`src/sv/adjacent_token_pair_counter_core_assert.svh`:
```
// Assertion macros for the pair counter core.
// Clocked on clk; ATPC_ASSERT is disabled while arst_n is low, ATPC_ASSERT_ANY is not; empty for synthesis.
`ifndef ADJACENT_TOKEN_PAIR_COUNTER_CORE_ASSERT_SVH
`define ADJACENT_TOKEN_PAIR_COUNTER_CORE_ASSERT_SVH
`ifndef SYNTHESIS
`define ATPC_ASSERT(lbl, prop) \
	lbl: assert property (@(posedge clk) disable iff (!arst_n) prop) \
	else $error("pair counter assertion failed");
`define ATPC_ASSERT_ANY(lbl, prop) \
	lbl: assert property (@(posedge clk) prop) \
	else $error("pair counter assertion failed");
`else
`define ATPC_ASSERT(lbl, prop)
`define ATPC_ASSERT_ANY(lbl, prop)
`endif
`endif

```
`src/sv/atpc_pkg.sv`:
```
// Shared types and defaults for the adjacent token pair counter.
// No dependencies.
package atpc_pkg;

	localparam int TABLE_ENTRIES_DEF = 256;
	localparam int TOKEN_BITS_DEF    = 16;
	localparam int COUNT_BITS_DEF    = 32;
	localparam int CMD_BITS          = 2;

	typedef enum logic [CMD_BITS-1:0] {
		CMD_CONT  = 2'd0,
		CMD_START = 2'd1,
		CMD_QUERY = 2'd2
	} cmd_t;

	// control part of a packet moving along the chain
	// flag: pair already counted, or query has seen a used cell
	typedef struct packed {
		logic vld;
		logic query;
		logic flag;
	} pkt_ctl_t;

endpackage

```
`src/sv/atpc_cell.sv`:
```
// One table entry of the pair counter chain plus its packet stage.
// Uses atpc_pkg for the packet control struct.
module atpc_cell
	import atpc_pkg::*;
#(
	parameter int TOKEN_BITS = TOKEN_BITS_DEF,
	parameter int COUNT_BITS = COUNT_BITS_DEF
) (
	input  logic                    clk,
	input  logic                    arst_n,
	input  logic                    adv,
	input  pkt_ctl_t                in_ctl,
	input  logic [2*TOKEN_BITS-1:0] in_key,
	input  logic [COUNT_BITS-1:0]   in_cnt,
	output pkt_ctl_t                out_ctl,
	output logic [2*TOKEN_BITS-1:0] out_key,
	output logic [COUNT_BITS-1:0]   out_cnt,
	output logic                    used
);

	localparam int KEY_BITS = 2 * TOKEN_BITS;

	logic                  used_q, used_n;
	logic [KEY_BITS-1:0]   key_q, key_n;
	logic [COUNT_BITS-1:0] cnt_q, cnt_n;
	pkt_ctl_t              ctl_s1, ctl_n;
	logic [KEY_BITS-1:0]   pkey_s1, pkey_n;
	logic [COUNT_BITS-1:0] pcnt_s1, pcnt_n;

	always_comb begin
		used_n = used_q;
		key_n  = key_q;
		cnt_n  = cnt_q;
		ctl_n  = in_ctl;
		pkey_n = in_key;
		pcnt_n = in_cnt;
		if (in_ctl.vld) begin
			if (in_ctl.query) begin
				// strict compare keeps the earliest entry on a tie
				if (used_q && (!in_ctl.flag || cnt_q > in_cnt)) begin
					pkey_n     = key_q;
					pcnt_n     = cnt_q;
					ctl_n.flag = 1'b1;
				end
			end else if (!in_ctl.flag) begin
				if (used_q && key_q == in_key) begin
					if (cnt_q != {COUNT_BITS{1'b1}})
						cnt_n = cnt_q + COUNT_BITS'(1);
					ctl_n.flag = 1'b1;
				end else if (!used_q) begin
					// free cells form a suffix, so this is the next free entry
					used_n     = 1'b1;
					key_n      = in_key;
					cnt_n      = COUNT_BITS'(1);
					ctl_n.flag = 1'b1;
				end
			end
		end
	end

	always_ff @(posedge clk or negedge arst_n) begin
		if (!arst_n) begin
			used_q <= 1'b0;
			ctl_s1 <= '0;
		end else if (adv) begin
			used_q <= used_n;
			ctl_s1 <= ctl_n;
		end
	end

	always_ff @(posedge clk) begin
		if (adv) begin
			key_q   <= key_n;
			cnt_q   <= cnt_n;
			pkey_s1 <= pkey_n;
			pcnt_s1 <= pcnt_n;
		end
	end

	assign out_ctl = ctl_s1;
	assign out_key = pkey_s1;
	assign out_cnt = pcnt_s1;
	assign used    = used_q;

endmodule
```
`config.mk`:
```
export PLATFORM = sky130hd
export DESIGN_NAME = atpc_cell
export DESIGN_NICKNAME = d
export VERILOG_FILES = /design/src/sv/adjacent_token_pair_counter_core_assert.svh /design/src/sv/atpc_pkg.sv /design/src/sv/atpc_cell.sv
export SDC_FILE = /design/constraint.sdc
export NUM_CORES = 1
export LEC_CHECK = 0
export ABC_AREA = 1
export BUFFER_PORTS_ARGS = -buffer_cell sky130_fd_sc_hd__clkbuf_2
export CORE_MARGIN = 2
export CORE_UTILIZATION = 51
export DETAILED_ROUTE_END_ITERATION = 10
export PLACE_DENSITY_LB_ADDON = 0.1
export SETUP_SLACK_MARGIN = 0.15
export SLEW_MARGIN = 0
export SYNTH_ARGS = -nofsm -noshare
export SYNTH_HDL_FRONTEND = slang
export SYNTH_SLANG_ARGS = --single-unit
```
`constraint.sdc`:
```
create_clock -name clk -period 3.1 [get_ports clk]
set_input_delay 0.155 -clock clk [delete_from_list [all_inputs] [get_ports clk]]
set_output_delay 0.155 -clock clk [all_outputs]
set_load 0.005 [all_outputs]
```
* Word-level counts from Yosys, hierarchy flattened *
Cells that the tools add are included.

operators by class
  bitwise gates (word level) = 4
  reduce and logical (&&, ||, !) cells = 7
  eq/ne operators = 4
  add/subtract/negate cells = 1
  multiplexer cells = 15
  $lt $le $gt $ge = 1

operators with widths
  cell                                            count
  2-to-1 mux 32 bit                               9
  adder 32 x 1 -> 32 bit (second input constant)  1
  equality test 32 bit                            1
  > comparator 32 bit                             1
  != test 32 bit (second input constant)          1
  AND reduction 6 bit                             2
  2-to-1 mux 1 bit                                6
  AND reduction 5 bit                             1
  != test 2 x 1 -> 1 bit (second input constant)  2
  inverter 1 bit                                  4
  logical AND 1 bit                               2
  zero test 1 bit                                 1
  logical OR 1 bit                                1

word-level totals
  word-level logic and storage cells = 40
  register bits after elaboration = 132
  bits of input ports = 70
  output and inout bits = 68

* Longest topological paths before layout *
  depth after elaboration = 6
  mapped depth = 19

* Least setup slack after synthesis *
No wires, ideal clock.

  kind = register to register
  start point = reg key_q[22]
  end point = reg cnt_q[0] (enable)
  buffers on the path = 1
  setup time = 432 ps
  clock period less this slack = 3182 ps
  arrival time = 2751 ps
  data required time = 2668 ps
  stages on the path, launching flop included = 11
  slack = -82 ps
  cells stage by stage = edfxtp_1 > inv_1 > or2_2 > nand3_1 > nor2_1 > nand3_1 > nor2_1 > nand2_1 > nor2_4 > buf_4 > a21oi_1

between the ends
  longest elaborated chain between the ends = 4

RTL lines
  what                                     line             RTL
  start: declaration                       atpc_cell.sv:24  logic [KEY_BITS-1:0] key_q, key_n;
  start signal: assignment                 atpc_cell.sv:73  key_q <= key_n;
  equality test 32 bit *                   atpc_cell.sv:46  if (used_q && key_q == in_key) begin
  logical AND 1 bit *                      atpc_cell.sv:46
  != test 2 x 1 -> 1 bit (no source line)  n/a
  AND reduction 6 bit (no source line) *   n/a
  end signal: assignment                   atpc_cell.sv:74  cnt_q <= cnt_n;
  end: declaration                         atpc_cell.sv:25  logic [COUNT_BITS-1:0] cnt_q, cnt_n;

Mark *: on every way between the ends. The rest lies on a longest branch, timed or not.
A chain may end at the register's enable or synchronous reset.

* Final worst setup path *
  start point = reg cnt_q[28]
  end point = reg pkey_s1[3], in the netlist out_key[3], data pin

between the ends
  longest elaborated chain between the ends = 6

RTL lines
  what                    line             RTL
  > comparator 32 bit     atpc_cell.sv:40  if (used_q && (!in_ctl.flag || cnt_q > in_cnt)) begin
  logical OR 1 bit        atpc_cell.sv:40
  logical AND 1 bit       atpc_cell.sv:40
  2-to-1 mux 32 bit       atpc_cell.sv:40
  2-to-1 mux 32 bit       atpc_cell.sv:38  if (in_ctl.query) begin
  2-to-1 mux 32 bit       atpc_cell.sv:37  if (in_ctl.vld) begin
  named net pkey_n[3]     atpc_cell.sv:27  logic [KEY_BITS-1:0] pkey_s1, pkey_n;
  end signal: assignment  atpc_cell.sv:75  pkey_s1 <= pkey_n;
  end: declaration        atpc_cell.sv:27

The timed path passes the listed nets, and every way through them passes these cells.

==> flow_metrics.py <==
metrics = {
    "run": {
        "cap_violations": 0,
    },
    "sta": {
        "setup_tns_ns": 0,
        "finalCritPeriodShare_pct": 82.3,
        "fmax_mhz": 392,
        "rsz0062_at_grt": "no",
        "tightest_slew_ns": 0.930,
        "hold_violations": 0,
        "setup_viol": 0,
        "finalMaxSlewViolations": 0,
        "finClkSkew_ns": 0.00736,
        "slew_headroom_pct": 37.9,
        "fin_crit_ns": 2.55,
    },
    "route": {
        "dr.first_iter.drc_count": 507,
        "wl_per_cell_um": 15.4,
        "ant_nets": 0,
        "drc": 0,
        "via_per_inst": 5.23,
        "num_vias": 6060,
        "firstDrtPassIters": 5,
        "routed_wl_mm": 17.8,
    },
    "cts": {
        "cts_hold_buf": 34,
        "post_cts_buffers": 0,
        "cts_sinks": 132,
        "cts_tree": "done",
        "cts.clk_slew.worst_paths_ns": 0.06,
        "clk_root_buffer_cell": "clkbuf_16",
        "clk_path_buf_depth": 2,
        "cts_resized": 0,
        "h-tree-depth": 4,
        "clkLatencyLatePin_ns": 0.42,
        "cts_buffers": 17,
    },
    "die": {
        "rows": 43,
        "die_area_um2": 15300,
        "ios": 138,
        "die_x_um": 124,
        "die_h_um": 124,
        "core_um2": 13900,
        "start_util_pct": 52.3,
    },
    "critical_path": {
        "cp-end-kind": "flip-flop",
        "worstSetupStartpointType": "flip-flop",
        "critPathRequiredTime_ns": 3.39,
        "critPathKind": "flip-flop to flip-flop",
        "worstPathArrival_ns": 2.84,
        "critPathLaunch": "cnt_q[28]",
        "cp_max_fo": 42,
        "crit-reg2reg-launch": "cnt_q[28]",
    },
    "yosys": {
        "synth_fp_nets": 894,
        "syn_inst": 791,
        "ys_seq_area_share_pct": 54.1,
        "ys_seq_elements": 132,
        "yosysTopAreaCellShare_pct": 52.7,
        "yosysTopAreaCell": "edfxtp_1",
        "synth_area_leaders": "edfxtp_1 (53%), nand2_1 (11%), ha_1 (5.7%)",
        "ys_warn_count": 0,
        "netlist_area_um2": 7290,
        "synth.distinct_cells": 37,
        "postSynthAreaPerCell_um2": 9.22,
    },
    "grt": {
        "grt_use_total_pct": 25.0,
        "overflow": 0,
        "antenna_found_initial": 0,
        "grt_start_max_net_pins": 70,
        "grt_pass1_wl_mm": 29.0,
        "grt_pass1_vias": 5988,
    },
    "finish": {
        "final_common_cell": "nand2_1",
        "multiInputGateArea_um2": 2820,
        "drive_gt1_share_pct": 20.7,
        "fin_nets": 1068,
        "n_antenna_cell": 0,
        "areaGrowthSynthToFinish_pct": 24.0,
        "num-fill-cells": 1123,
        "final_cell_mix": "nand2_1 (220), clkbuf_2 (136), edfxtp_1 (128)",
        "register_area_um2": 3940,
    },
    "pwr": {
        "ir_drop_mv": 0.372,
        "p_per_area_nw_per_um2": 489,
        "power.leakage_nw": 4.15,
        "p_total_mw": 4.42,
    },
    "placement": {
        "portBuffers": 137,
        "dp_hpwl_mm": 12.4,
        "gp_congestion": 0.900,
    },
    "worst_hold_path": {
        "hold_path.class": "input pin to flip-flop",
        "min_from": "in_cnt[28]",
    },
    "run_status": {
        "status": "finished, final reports clean",
    },
}
## layer usage
layer	part of all wire, %	global-route usage [%]	up-vias	wire length, µm
met5	0	0	-	0
met2	49	40.7	220	8650
li1	-	-	2999	-
met4	3.2	12.6	0	565
met3	6.9	5.04	43	1240
met1	41	31.7	2798	7370
## worst paths after layout
kind | end | slack, ns | cells after the start
max in group asynchronous | used | 2.89 | 2
min in group asynchronous | out_ctl[0] | 0.08 | 2
hold reg to reg | out_ctl[1] | 0.54 | 2
hold / removal | out_cnt[28] | 0.01 | 3
setup reg to reg | out_key[3] | 0.55 | 12
setup / recovery | out_key[3] | 0.55 | 12
## through the flow
step | cells | area [µm²] | worst slack [ns] | hold slack (ns) | util (%)
finish | 1158 | 9040 | 0.548 | 0.0145 | 64.9
global route | 1158 | 9040 | 0.312 | 0.0107 | 64.9
CTS | 1158 | 9040 | 0.546 | 0.000991 | 64.9
detailed placement | 1092 | 8120 | 0.564 | -0.0295 | 58.2
global placement | 1092 | 8120 | 0.623 | -0.0306 | 58.2
floorplan | 791 | 7300 | 0.567 | -0.141 | -
## cell type report
type / instances / share of cell area, %
Inverter: 104 / 4.32
Tap cell: 180 / 2.49
Clock buffer: 17 / 4.70
Sequential cell: 132 / 43.6
Clock inverter: 15 / 1.81
Timing Repair Buffer: 178 / 11.9
Multi-Input combinational cell: 532 / 31.2
## cell families (layout without fill, tap and decap cells)
group / count (synthesis) / in the layout / share of synthesized area (%)
compound gates: 50 / 50 / 3.79
fa+ha+maj: 33 / 33 / 5.66
xor+xnor: 26 / 26 / 3.12
flops: 132 / 132 / 54.1
buf+inv: 127 / 314 / 7.60
simple gates: 423 / 423 / 25.8
## cell usage after synthesis, drive strengths merged
master	count
a211oi	1
a21oi	27
a22oi	1
a31o	1
and2	1
and3	2
buf	18
clkbuf	5
dfrtp	4
edfxtp	128
ha	33
inv	104
nand2	225
nand3	78
nand3b	2
nand4	22
nor2	63
nor3	23
nor4	3
o21a	3
o21ai	13
o21bai	4
or2	4
xnor2	15
xor2	11
## sequential cells by signal, indices dropped and copies added (netlist names)
register	cells
out_cnt	32
out_key	32
cnt_q	32
out_ctl	3
key_q	32
used	1
## report_power, final
part           internal [mW]  switching [mW]
Combinational          0.157           0.206
Clock                   1.25           0.756
Sequential              2.03          0.0216
Total                   3.44           0.983
## critical path, stage by stage (launching register included)
cell	delay, ns
edfxtp_1	0.52
ha_1	0.34
nand2_1	0.05
nor2_1	0.12
nand4_1	0.17
nor4_2	0.25
nand3b_1	0.12
nand2_1	0.11
nand2_2	0.07
nand2_2	0.06
buf_4	0.39
nand2_1	0.11
nand2_1	0.09
Power figures use the tool's default switching activity.
